`src/sv/bcec_pkg.sv`:
```
// Battery charge-enable control: shared types, register map, codes and helpers.
// Used by bcec_cfg, bcec_state and battery_charge_enable_control_unit.
// No dependencies.
package bcec_pkg;

	// Register map: index = paddr[4:2]
	localparam int unsigned PADDR_W = 5;
	localparam logic [2:0] REG_CHG_PERMIT     = 3'd0;
	localparam logic [2:0] REG_LOW_MV         = 3'd1;
	localparam logic [2:0] REG_EMPTY_MV       = 3'd2;
	localparam logic [2:0] REG_STOP_MV        = 3'd3;
	localparam logic [2:0] REG_START_MV       = 3'd4;
	localparam logic [2:0] REG_RESTORE_MV     = 3'd5;
	localparam logic [2:0] REG_FORCE_ON_MS    = 3'd6;
	localparam logic [2:0] REG_MEASURE_MS     = 3'd7;

	// Register reset values
	localparam logic        RST_CHG_PERMIT     = 1'b1;
	localparam logic [15:0] RST_LOW_MV         = 16'd3500;
	localparam logic [15:0] RST_EMPTY_MV       = 16'd3300;
	localparam logic [15:0] RST_STOP_MV        = 16'd4150;
	localparam logic [15:0] RST_START_MV       = 16'd4000;
	localparam logic [15:0] RST_RESTORE_MV     = 16'd3600;
	localparam logic [15:0] RST_FORCE_ON_MS    = 16'd2000;
	localparam logic [15:0] RST_MEASURE_MS     = 16'd1000;

	// Request codes
	localparam logic [1:0] REQ_INIT    = 2'd0;
	localparam logic [1:0] REQ_STEP    = 2'd1;
	localparam logic [1:0] REQ_MEASURE = 2'd2;

	// Charge status codes
	localparam logic [1:0] STAT_IDLE     = 2'd0;
	localparam logic [1:0] STAT_CHARGING = 2'd1;
	localparam logic [1:0] STAT_FULL     = 2'd2;

	typedef struct packed {
		logic        chg_permit;
		logic [15:0] low_mv;
		logic [15:0] empty_mv;
		logic [15:0] stop_mv;
		logic [15:0] start_mv;
		logic [15:0] restore_mv;
		logic [15:0] force_on_ms;
		logic [15:0] measure_period_ms;
	} cfg_t;

	typedef struct packed {
		logic [1:0]  req_type;
		logic [31:0] now_ms;
		logic        vin_on;
		logic        chg_active;
		logic [15:0] sample_mv;
		logic        sample_ok;
	} item_t;

	typedef struct packed {
		logic        charge_enable;
		logic [1:0]  charge_status;
		logic        batt_valid;
		logic [15:0] batt_mv;
		logic        batt_low;
		logic        batt_empty;
		logic        batt_full;
		logic        restore_ok;
		logic        should_sleep;
		logic        sample_taken;
	} result_t;

	// Wrapping deadline: reached when (now - due) is non-negative as a signed value
	function automatic logic deadline_hit(input logic [31:0] now, input logic [31:0] due);
		logic [31:0] diff;
		diff = now - due;
		return ~diff[31];
	endfunction

endpackage

```
`src/sv/bcec_cfg.sv`:
```
// Battery charge-enable control: APB-style configuration register file.
// Depends on bcec_pkg (register map, reset values, cfg_t).
module bcec_cfg (
	input  logic                         clk,
	input  logic                         arst_n,
	input  logic                         psel,
	input  logic                         penable,
	input  logic                         pwrite,
	input  logic [bcec_pkg::PADDR_W-1:0] paddr,
	input  logic [31:0]                  pwdata,
	output logic [31:0]                  prdata,
	output logic                         pready,
	output bcec_pkg::cfg_t               cfg
);
	import bcec_pkg::*;

	cfg_t       cfg_q;
	logic       wr_en;
	logic [2:0] reg_idx;

	assign pready  = 1'b1;
	assign wr_en   = psel & penable & pwrite;
	assign reg_idx = paddr[4:2];
	assign cfg     = cfg_q;

	// Register writes on the access phase
	always_ff @(posedge clk or negedge arst_n) begin
		if (!arst_n) begin
			cfg_q.chg_permit        <= RST_CHG_PERMIT;
			cfg_q.low_mv            <= RST_LOW_MV;
			cfg_q.empty_mv          <= RST_EMPTY_MV;
			cfg_q.stop_mv           <= RST_STOP_MV;
			cfg_q.start_mv          <= RST_START_MV;
			cfg_q.restore_mv        <= RST_RESTORE_MV;
			cfg_q.force_on_ms       <= RST_FORCE_ON_MS;
			cfg_q.measure_period_ms <= RST_MEASURE_MS;
		end else if (wr_en) begin
			case (reg_idx)
				REG_CHG_PERMIT:     cfg_q.chg_permit        <= pwdata[0];
				REG_LOW_MV:         cfg_q.low_mv            <= pwdata[15:0];
				REG_EMPTY_MV:       cfg_q.empty_mv          <= pwdata[15:0];
				REG_STOP_MV:        cfg_q.stop_mv           <= pwdata[15:0];
				REG_START_MV:       cfg_q.start_mv          <= pwdata[15:0];
				REG_RESTORE_MV:     cfg_q.restore_mv        <= pwdata[15:0];
				REG_FORCE_ON_MS:    cfg_q.force_on_ms       <= pwdata[15:0];
				REG_MEASURE_MS:     cfg_q.measure_period_ms <= pwdata[15:0];
				default: ;
			endcase
		end
	end

	// Read-back mux
	always_comb begin
		prdata = '0;
		case (reg_idx)
			REG_CHG_PERMIT:     prdata = {31'd0, cfg_q.chg_permit};
			REG_LOW_MV:         prdata = {16'd0, cfg_q.low_mv};
			REG_EMPTY_MV:       prdata = {16'd0, cfg_q.empty_mv};
			REG_STOP_MV:        prdata = {16'd0, cfg_q.stop_mv};
			REG_START_MV:       prdata = {16'd0, cfg_q.start_mv};
			REG_RESTORE_MV:     prdata = {16'd0, cfg_q.restore_mv};
			REG_FORCE_ON_MS:    prdata = {16'd0, cfg_q.force_on_ms};
			REG_MEASURE_MS:     prdata = {16'd0, cfg_q.measure_period_ms};
			default:            prdata = '0;
		endcase
	end

endmodule

```
`src/sv/bcec_state.sv`:
```
// Battery charge-enable control: controller state and per-transaction update.
// Takes the registered request and configuration; gives the result for that request.
// Depends on bcec_pkg.
module bcec_state (
	input  logic              clk,
	input  logic              arst_n,
	input  logic              step_en,
	input  bcec_pkg::item_t   item,
	input  bcec_pkg::cfg_t    cfg,
	output bcec_pkg::result_t res
);
	import bcec_pkg::*;

	// Controller state
	logic        enabled_q;
	logic        prev_vin_q;
	logic        vin_seen_q;
	logic [31:0] force_until_q;
	logic [31:0] measure_due_q;
	logic        held_valid_q;
	logic [15:0] held_mv_q;
	logic        flag_low_q;
	logic        flag_empty_q;
	logic        flag_full_q;

	// Next state
	logic        enabled_d;
	logic        prev_vin_d;
	logic        vin_seen_d;
	logic [31:0] force_until_d;
	logic [31:0] measure_due_d;
	logic        held_valid_d;
	logic [15:0] held_mv_d;
	logic        flag_low_d;
	logic        flag_empty_d;
	logic        flag_full_d;
	logic        taken;

	// Shared terms
	logic [31:0] force_deadline;
	logic [31:0] measure_deadline;
	logic        rising;
	logic        do_latch;
	logic        en_pre;
	logic        in_window;
	logic        wants;

	assign force_deadline   = item.now_ms + {16'd0, cfg.force_on_ms};
	assign measure_deadline = item.now_ms + {16'd0, cfg.measure_period_ms};
	assign rising           = item.vin_on & ~prev_vin_q;

	always_comb begin
		enabled_d     = enabled_q;
		prev_vin_d    = prev_vin_q;
		vin_seen_d    = vin_seen_q;
		force_until_d = force_until_q;
		measure_due_d = measure_due_q;
		held_valid_d  = held_valid_q;
		held_mv_d     = held_mv_q;
		flag_low_d    = flag_low_q;
		flag_empty_d  = flag_empty_q;
		flag_full_d   = flag_full_q;
		taken         = 1'b0;
		do_latch      = 1'b0;
		en_pre        = enabled_q;
		in_window     = 1'b0;
		wants         = 1'b0;

		case (item.req_type)
			REQ_INIT: begin
				prev_vin_d    = 1'b0;
				vin_seen_d    = 1'b0;
				force_until_d = force_deadline;
				enabled_d     = 1'b1;
				do_latch      = 1'b1;
			end
			REQ_STEP: begin
				do_latch = rising | ~held_valid_q | deadline_hit(item.now_ms, measure_due_q);
				if (rising) begin
					force_until_d = force_deadline;
					en_pre        = 1'b1;
					// now - (now + window) is negative unless the window is zero
					in_window     = (cfg.force_on_ms != 16'd0);
				end else begin
					in_window = ~deadline_hit(item.now_ms, force_until_q);
				end
				prev_vin_d = item.vin_on;
				vin_seen_d = item.vin_on;
			end
			REQ_MEASURE: begin
				measure_due_d = '0;
			end
			default: ;
		endcase

		// Sample latch: a failed reading clears everything held
		if (do_latch) begin
			taken         = 1'b1;
			measure_due_d = measure_deadline;
			held_valid_d  = item.sample_ok;
			held_mv_d     = item.sample_ok ? item.sample_mv : 16'd0;
			flag_low_d    = item.sample_ok & (item.sample_mv <= cfg.low_mv);
			flag_empty_d  = item.sample_ok & (item.sample_mv <= cfg.empty_mv);
			flag_full_d   = item.sample_ok & (item.sample_mv >= cfg.stop_mv);
		end

		// Enable hysteresis on the freshly held sample
		if (item.req_type == REQ_STEP) begin
			wants = item.vin_on & cfg.chg_permit &
			        (~held_valid_d | (en_pre ? (held_mv_d < cfg.stop_mv)
			                                 : (held_mv_d <= cfg.start_mv)));
			enabled_d = in_window | wants;
		end
	end

	always_ff @(posedge clk or negedge arst_n) begin
		if (!arst_n) begin
			enabled_q     <= 1'b0;
			prev_vin_q    <= 1'b0;
			vin_seen_q    <= 1'b0;
			force_until_q <= '0;
			measure_due_q <= '0;
			held_valid_q  <= 1'b0;
			held_mv_q     <= '0;
			flag_low_q    <= 1'b0;
			flag_empty_q  <= 1'b0;
			flag_full_q   <= 1'b0;
		end else if (step_en) begin
			enabled_q     <= enabled_d;
			prev_vin_q    <= prev_vin_d;
			vin_seen_q    <= vin_seen_d;
			force_until_q <= force_until_d;
			measure_due_q <= measure_due_d;
			held_valid_q  <= held_valid_d;
			held_mv_q     <= held_mv_d;
			flag_low_q    <= flag_low_d;
			flag_empty_q  <= flag_empty_d;
			flag_full_q   <= flag_full_d;
		end
	end

	// Result as the state stands after this transaction
	always_comb begin
		res.charge_enable   = enabled_d;
		if (item.chg_active)
			res.charge_status = STAT_CHARGING;
		else if (vin_seen_d & enabled_d)
			res.charge_status = STAT_FULL;
		else
			res.charge_status = STAT_IDLE;
		res.batt_valid      = held_valid_d;
		res.batt_mv         = held_valid_d ? held_mv_d : 16'd0;
		res.batt_low        = flag_low_d;
		res.batt_empty      = flag_empty_d;
		res.batt_full       = flag_full_d;
		res.restore_ok      = vin_seen_d | (held_valid_d & (held_mv_d >= cfg.restore_mv));
		res.should_sleep    = ~vin_seen_d & held_valid_d & flag_empty_d;
		res.sample_taken    = taken;
	end

endmodule

```
`src/sv/battery_charge_enable_control_unit.sv`:
```
// Battery charge-enable control: top level with input and result registers.
// Depends on bcec_pkg, bcec_cfg and bcec_state.
//
// One request (init, task step or force-measure) is taken per transaction and
// gives exactly one result transaction. Throughput is one request per clock
// while the result side is not stalled: a request is registered in the input
// register, the controller update runs on it and its result lands in the
// output register, from which it is offered. The input side keeps taking
// requests while a result waits, until both registers are full. Configuration
// registers sit at byte addresses 4*index and should be written only while no
// request is in flight; reads return the current values.
module battery_charge_enable_control_unit (
	input  logic                         clk,
	input  logic                         arst_n,
	// configuration port
	input  logic                         psel,
	input  logic                         penable,
	input  logic                         pwrite,
	input  logic [bcec_pkg::PADDR_W-1:0] paddr,
	input  logic [31:0]                  pwdata,
	output logic [31:0]                  prdata,
	output logic                         pready,
	// request channel
	input  logic                         in_valid,
	output logic                         in_ready,
	input  logic [1:0]                   req_type,
	input  logic [31:0]                  now_ms,
	input  logic                         vin_on,
	input  logic                         chg_active,
	input  logic [15:0]                  sample_mv,
	input  logic                         sample_ok,
	// result channel
	output logic                         out_valid,
	input  logic                         out_ready,
	output logic                         charge_enable,
	output logic [1:0]                   charge_status,
	output logic                         batt_valid,
	output logic [15:0]                  batt_mv,
	output logic                         batt_low,
	output logic                         batt_empty,
	output logic                         batt_full,
	output logic                         restore_ok,
	output logic                         should_sleep,
	output logic                         sample_taken
);
	import bcec_pkg::*;

	cfg_t    cfg;
	item_t   item_s1;
	logic    valid_s1;
	result_t res;
	result_t result_s2;
	logic    valid_s2;
	logic    advance;

	bcec_cfg u_cfg (
		.clk     (clk),
		.arst_n  (arst_n),
		.psel    (psel),
		.penable (penable),
		.pwrite  (pwrite),
		.paddr   (paddr),
		.pwdata  (pwdata),
		.prdata  (prdata),
		.pready  (pready),
		.cfg     (cfg)
	);

	// Stage 1 moves on when the result register is free or being drained
	assign advance  = valid_s1 & (~valid_s2 | out_ready);
	assign in_ready = ~valid_s1 | advance;

	// Input register
	always_ff @(posedge clk or negedge arst_n) begin
		if (!arst_n)
			valid_s1 <= 1'b0;
		else if (in_ready)
			valid_s1 <= in_valid;
	end

	always_ff @(posedge clk) begin
		if (in_valid & in_ready) begin
			item_s1.req_type    <= req_type;
			item_s1.now_ms      <= now_ms;
			item_s1.vin_on      <= vin_on;
			item_s1.chg_active  <= chg_active;
			item_s1.sample_mv   <= sample_mv;
			item_s1.sample_ok   <= sample_ok;
		end
	end

	bcec_state u_state (
		.clk     (clk),
		.arst_n  (arst_n),
		.step_en (advance),
		.item    (item_s1),
		.cfg     (cfg),
		.res     (res)
	);

	// Result register
	always_ff @(posedge clk or negedge arst_n) begin
		if (!arst_n)
			valid_s2 <= 1'b0;
		else if (advance)
			valid_s2 <= 1'b1;
		else if (out_ready)
			valid_s2 <= 1'b0;
	end

	always_ff @(posedge clk) begin
		if (advance)
			result_s2 <= res;
	end

	assign out_valid       = valid_s2;
	assign charge_enable   = result_s2.charge_enable;
	assign charge_status   = result_s2.charge_status;
	assign batt_valid      = result_s2.batt_valid;
	assign batt_mv         = result_s2.batt_mv;
	assign batt_low        = result_s2.batt_low;
	assign batt_empty      = result_s2.batt_empty;
	assign batt_full       = result_s2.batt_full;
	assign restore_ok      = result_s2.restore_ok;
	assign should_sleep    = result_s2.should_sleep;
	assign sample_taken    = result_s2.sample_taken;

endmodule

```
`config.mk`:
```
export PLATFORM = sky130hd
export DESIGN_NAME = battery_charge_enable_control_unit
export DESIGN_NICKNAME = d
export VERILOG_FILES = /design/src/sv/bcec_pkg.sv /design/src/sv/bcec_cfg.sv /design/src/sv/bcec_state.sv /design/src/sv/battery_charge_enable_control_unit.sv
export SDC_FILE = /design/constraint.sdc
export NUM_CORES = 1
export LEC_CHECK = 0
export BUFFER_PORTS_ARGS = -buffer_cell sky130_fd_sc_hd__buf_2
export CAP_MARGIN = 25
export CORE_ASPECT_RATIO = 1.5
export CORE_MARGIN = 2
export CORE_UTILIZATION = 26
export DETAILED_ROUTE_END_ITERATION = 10
export PLACE_DENSITY = 0.44
export RECOVER_POWER = 100
export SYNTH_ARGS = -nofsm -noshare
export SYNTH_HDL_FRONTEND = slang
export SYNTH_SLANG_ARGS = --single-unit
export TNS_END_PERCENT = 1
```
`constraint.sdc`:
```
create_clock -name clk -period 11.9 [get_ports clk]
set_input_delay 1.19 -clock clk [delete_from_list [all_inputs] [get_ports clk]]
set_output_delay 1.19 -clock clk [all_outputs]
set_load 0.02 [all_outputs]
```
## Word-level counts from Yosys, hierarchy flattened

Index checks and enable logic that the tools add are counted.

- Eq/ne operators: 10
- Shifts and indexed selects: 0
- $mul: 0
- Muxes and demuxes: 25
- $lt $le $gt $ge: 6
- Add/subtract/negate cells: 4
- Bitwise operators: 28
- Divide/modulo/power cells: 0
- Reductions and logical operators: 17

Operators with widths:

| kind | count |
|---|---|
| $pmux W32 S8 | 1 |
| $mux W32 | 3 |
| $add A32 B16 Y32 | 2 |
| $pmux W32 S2 | 1 |
| $sub A32 B32 Y32 | 2 |
| $le A16 B16 Y1 | 3 |
| $ge A16 B16 Y1 | 2 |
| $mux W16 | 2 |
| $reduce_and A2 Y1 | 10 |
| $lt A16 B16 Y1 | 1 |
| $reduce_bool A16 Y1 | 1 |
| $and A1 B1 Y1 | 14 |
| $mux W1 | 14 |
| $eq A3 B3 Y1 const B | 4 |
| $not A1 Y1 | 7 |
| $or A1 B1 Y1 | 7 |
| $eq A3 B2 Y1 const B | 2 |
| $pmux W1 S2 | 3 |
| $reduce_bool A2 Y1 | 3 |
| $eq A3 B1 Y1 const B | 1 |
| $logic_not A3 Y1 | 1 |
| $reduce_and A3 Y1 | 1 |
| $eq A2 B1 Y1 const B | 1 |
| $eq A2 B2 Y1 const B | 1 |
| 3 further kinds | 3 |

- Logic and storage cells: 126
- Bits in writable memories: 0
- Memories kept: 0
- Register bits: 281
- Latch bits: 0
- Output and inout bits: 61
- Input port bits: 97
- Memory bits (read-only): 0

## Longest topological paths before layout

- Depth in word-level cells: 14
- Depth in mapped cells: 22
- Gate-level depth less buffers: 20

## Cells and area by module

A second synthesis with hierarchy kept.

- Cell total of the unflattened synthesis: 1680
- Area, all modules: 17405.4 µm²

Modules (own cells, without submodules):

| module | area each (µm²) | instances | sequential area each (µm²) | cells each |
|---|---|---|---|---|
| bcec_state | 9511.6 | 1 | 2177.1 | 1211 |
| bcec_cfg | 5417.7 | 1 | 2879.0 | 382 |
| battery_charge_enable_control_unit | 2476.1 | 1 | 2422.3 | 87 |

## Worst setup path before layout

Ideal clock, no wire load.

- Path kind: register to register
- From: register item_s1[23] in the netlist's numbering
- To: register result_s2 (netlist bit charge_status[1]) (data pin)
- Cell stages (with the launch flop): 22
- Period minus slack after synthesis: 4.407 ns
- Buffers on the path: 2
- Arrival: 4.137 ns
- Path slack: 7.493 ns
- Required time: 11.631 ns
- Library setup time: 0.269 ns
- Cell sequence: edfxtp_1 -> ha_1 -> a21o_1 -> a211o_1 -> a41oi_1 -> o21ai_1 -> a211o_1 -> a31o_2 -> buf_6 -> buf_2 -> nand2_1 -> o21ai_0 -> ha_1 -> o21ai_0 -> a21oi_1 -> o21ai_0 -> a21oi_1 -> o21ai_0 -> a31o_2 -> a221o_1 -> nor4b_2 -> nor4_2

- Word-level cells in the longest chain between the ends: 13

RTL lines:

| element | RTL line | text |
|---|---|---|
| start, declared | battery_charge_enable_control_unit.sv:49 | `item_t item_s1;` |
| $sub A32 B32 Y32 * | bcec_pkg.sv:73 | `diff = now - due;` |
| $not A1 Y1 * | bcec_pkg.sv:74 | `return ~diff[31];` |
| $or A1 B1 Y1 * | bcec_state.sv:78 | `do_latch = rising \| ~held_valid_q \| deadline_hit(item.now_ms, measure_due_q);` |
| $pmux W1 S2 * | bcec_state.sv:69 | `case (item.req_type)` |
| $mux W16 * | bcec_state.sv:97 | `if (do_latch) begin` |
| net u_state.held_mv_d[2] | bcec_state.sv:33 | `logic [15:0] held_mv_d;` |
| $le A16 B16 Y1 or $lt A16 B16 Y1 (tied branches) | bcec_state.sv:111, bcec_state.sv:110 |  |
| $mux W1 * | bcec_state.sv:110 | `(~held_valid_d \| (en_pre ? (held_mv_d < cfg.stop_mv)` |
| $or A1 B1 Y1 * | bcec_state.sv:110 |  |
| $and A1 B1 Y1 * | bcec_state.sv:109 | `wants = item.vin_on & cfg.chg_permit &` |
| $or A1 B1 Y1 * | bcec_state.sv:112 | `enabled_d = in_window \| wants;` |
| $mux W1 * | bcec_state.sv:108 | `if (item.req_type == REQ_STEP) begin` |
| $and A1 B1 Y1 * | bcec_state.sv:147 | `else if (vin_seen_d & enabled_d)` |
| $mux W2 * | bcec_state.sv:147 |  |
| end signal, assigned | battery_charge_enable_control_unit.sv:113 | `result_s2 <= res;` |
| end, declared | battery_charge_enable_control_unit.sv:52 | `result_t result_s2;` |

The timed path passes the listed nets; every way through them passes the cells marked *.
A chain may end at the register's enable or synchronous reset.

## Worst setup path after layout

- From: input port paddr[3] in the netlist's numbering
- To: output port prdata[13]

- Word-level cells in the longest chain between the ends: 2

RTL lines:

| element | RTL line | text |
|---|---|---|
| start, declared | battery_charge_enable_control_unit.sv:19 | `input logic [bcec_pkg::PADDR_W-1:0] paddr,` |
| $eq A3 B3 Y1, or another cell as far along | bcec_cfg.sv:55 | `case (reg_idx)` |
| $pmux W32 S8 * | bcec_cfg.sv:55 |  |
| end, declared | battery_charge_enable_control_unit.sv:21 | `output logic [31:0] prdata,` |

Every way passes the cells marked *; elsewhere a longest branch is shown, timed or not. The select of a mux whose other input is x is not followed.

==> impl_metrics.env <==
export IMPL_wl_per_cell_um=19.5
export IMPL_ys_warn_count=0
export IMPL_gr_total_overflow=0
export IMPL_worst_setup_path_start_kind="input port"
export IMPL_yosysTopAreaCell="dfrtp_1"
export IMPL_clockBufferDepth=3
export IMPL_ir_drop_v=0.000108
export IMPL_dr_wl_met3_mm=2.05
export IMPL_ys_types=67
export IMPL_synth_xor_area_share_pct=2.94
export IMPL_worstSetupStartpoint="paddr[3]"
export IMPL_async_flop_share_pct=71.9
export IMPL_synth_seq_cells=281
export IMPL_grt_max_degree=84
export IMPL_grt_pass1_wl_mm=81.6
export IMPL_p_int_uw=2170
export IMPL_worstSkewPairLatency_ns=0.58
export IMPL_crit_reg2reg_launch="item_s1[23]"
export IMPL_synth_mux_area_share_pct=5.43
export IMPL_power_frac_seq_pct=40.8
export IMPL_layout_drive_gt1_share_pct=12.6
export IMPL_syn_to_final_growth_pct=14.2
export IMPL_ctsResizeCount=0
export IMPL_route_detailed_drc=0
export IMPL_gp_congestion=0.818
export IMPL_dieArea_um2=67500
export IMPL_cts_buffers=30
export IMPL_cts_tree="done"
export IMPL_initial_core_util_pct=26.3
export IMPL_grt_use_total_pct=16.1
export IMPL_dr_pass1_iters=5
export IMPL_wl_met2_mm=28.4
export IMPL_row_count=114
export IMPL_drt_met1_wl_mm=21.2
export IMPL_top_layer="met5"
export IMPL_diodes=0
export IMPL_wl_mm=53.8
export IMPL_core_um2=64600
export IMPL_ant_nets=0
export IMPL_io_pins=158
export IMPL_finalCriticalPeriod_ns=7.74
export IMPL_fmax_mhz=129
export IMPL_worst_hold_slack_ns=0.481
export IMPL_swShare_pct=34.8
export IMPL_synth_flop_cell="dfrtp_1"
export IMPL_r2r_slack_ns=4.48
export IMPL_cts_hold_buf=0
export IMPL_slew_headroom_pct=-240
export IMPL_tns_ns=0
export IMPL_synth_area_um2=17000
export IMPL_clock_skew_ns=0.00892
export IMPL_die_x_um=213
export IMPL_port_buffers=122
export IMPL_yosysTopAreaCellShare_pct=23.7
export IMPL_synth_adder_area_share_pct=14.0
export IMPL_synth_compound_area_share_pct=15.0
export IMPL_critPathRequiredTime_ns=10.71
export IMPL_synth_top_family_by_area="compound AO/OA/AOI/OAI gates"
export IMPL_cts_num_sinks=281
export IMPL_antenna_found_initial=6
export IMPL_criticalPathCategory="input port to output pin"
export IMPL_maxCapViolations=8
export IMPL_synth_area_per_cell_um2=9.76
export IMPL_arrival_ns=6.55
export IMPL_r2r_cells=18
export IMPL_grt_pass1_vias=13400
export IMPL_die_h_um=317
export IMPL_tightest_slew_ns=5.10
export IMPL_cts_reportedPaths_clkPinSlew_ns=0.06
export IMPL_routed_via_density=4.70
export IMPL_cts_root_buffer_cell="clkbuf_16"
export IMPL_power_frac_clock_pct=28.7
export IMPL_dp_final_hpwl_mm=40.7
export IMPL_synth_cells=1743
export IMPL_pwr_density_cell_nw_per_um2=171
export IMPL_synth_area_leaders="dfrtp_1 (24%), edfxtp_1 (14%), ha_1 (14%)"
export IMPL_violations="max-capacitance violations, max-slew violations"
export IMPL_outcome="finished, violations left"
export IMPL_final_hold_viol_count=0
export IMPL_drt_iter0_markers=569
export IMPL_synth_edff_count=79
export IMPL_path_max_fanout=46
export IMPL_vias=13000
export IMPL_rsz0062_at_grt="no"
export IMPL_slew_violations=440
export IMPL_hold_path_class="register to register"
export IMPL_cp_end_kind="output pin"
export IMPL_htreeDepth=1
export IMPL_comb_power_share_pct=30.5
export IMPL_final_net_count=2145
export IMPL_r2r_end="charge_status[1]"
export IMPL_crit_path_end="prdata[13]"
export IMPL_yosysSeqAreaShare_pct=44.0
export IMPL_period_share_pct=65.0
export IMPL_p_sw_uw=1150
export IMPL_setup_violations=0
export IMPL_leakagePower_uw=0.00846
export IMPL_post_cts_buffers=0
export IMPL_yosys_area_share_simple_pct=13.0
## power groups by stage
stage / combinational [µW] / clock (µW) / sequential (µW)
final: 1010 / 952 / 1360
after CTS: 1050 / 989 / 1360
after global routing: 1160 / 1020 / 1380
after global placement: 1010 / 0 / 1370
after floorplan: 715 / 0 / 1330
after detailed placement: 1040 / 0 / 1370
## cell families (layout without fill, tap and decap cells)
group / count (synthesis) / count (layout)
AOI/OAI and AO/OA: 429 / 429
xor gates and xnor gates: 57 / 57
adders and majority gates: 189 / 189
buffers and inverters: 232 / 357
DFF: 281 / 281
muxes: 74 / 74
other: 2 / 17
and+or+nand+nor: 479 / 479
## registers in the layout, indices dropped and copies added (netlist names), 2 cells and up
signal	count
batt_mv	16
u_cfg.cfg	113
item_s1	53
u_state.measure_due_q	32
u_state.held_mv_q	16
u_state.force_until_q	32
charge_status	2
## cell type report
type,instances,area [µm²]
multi-input cells,1245,8630
inverters,156,586
well taps,870,1090
clock buffers,50,921
repair buffers,145,649
clock inverters,6,56.3
fillers,6814,45200
flip-flops and latches,281,7480
## critical path, cell delays in order
cell and delay [ns]:
buf_2 0.08, clkbuf_1 1.89, inv_1 0.78, nor2_1 1.12, clkbuf_1 0.53, a22oi_1 0.23
a21oi_1 0.23, a311o_1 0.21, clkbuf_1 0.27
## layout by cell type, fill, tap and decap left out, types with 31 or more instances in the layout
| master | n |
|---|---|
| inv_1 | 156 |
| dfstp_2 | 41 |
| dfrtp_1 | 161 |
| clkbuf_16 | 31 |
| edfxtp_1 | 79 |
| mux2_2 | 55 |
| xnor2_1 | 35 |
| clkbuf_1 | 82 |
| ha_1 | 187 |
| a21oi_1 | 68 |
| buf_2 | 69 |
| o21ai_0 | 221 |
| nand2_1 | 242 |
| nor2_1 | 57 |
## synth_stat cells, types with 21 or more instances
cell	count
inv_1	156
nor2_1	60
xor2_1	22
a21o_1	24
o21ai_0	214
a21oi_1	68
nand3_1	27
dfstp_2	41
nor2b_1	22
clkbuf_1	49
xnor2_1	35
nand2_1	242
mux2_2	56
nand2b_1	27
dfrtp_1	161
edfxtp_1	79
nand4_1	24
ha_1	187
and2_1	21
## how the worst min path moves through the flow
stage / slack [ns] / from / cells past startpoint / end
6_report: 0.48 / u_state.force_until_q[16] / 2 / u_state.force_until_q[16]
3_5_place_dp: 0.47 / u_state.force_until_q[16] / 2 / u_state.force_until_q[16]
2_1_floorplan: 0.45 / item_s1[17] / 0 / charge_status[0]
4_1_cts: 0.48 / u_state.force_until_q[16] / 2 / u_state.force_until_q[16]
3_3_place_gp: 0.46 / u_state.held_mv_q[6] / 2 / u_state.held_mv_q[6]
5_1_grt: 0.50 / u_state.force_until_q[14] / 2 / u_state.force_until_q[14]
## per-layer routing
metal | track usage, % | up-vias
met5 | 0 | -
met1 | 17.9 | 6294
met3 | 2.17 | 89
li1 | - | 6328
met4 | 6.28 | 6
met2 | 30.5 | 235
## per-stage QoR
stage	std cells	utilization, %	area, µm²	worst slack, ns	total power [µW]
6_report	2753	30.0	19400	4.16	3320
5_1_grt	2753	30.0	19400	3.09	3560
4_1_cts	2753	30.4	19600	5.62	3390
3_5_place_dp	2697	28.8	18600	5.64	2410
3_3_place_gp	2694	28.7	18600	5.61	2380
2_1_floorplan	1758	-	17100	7.49	2040
Note: power is estimated with default switching activity, not from simulation.
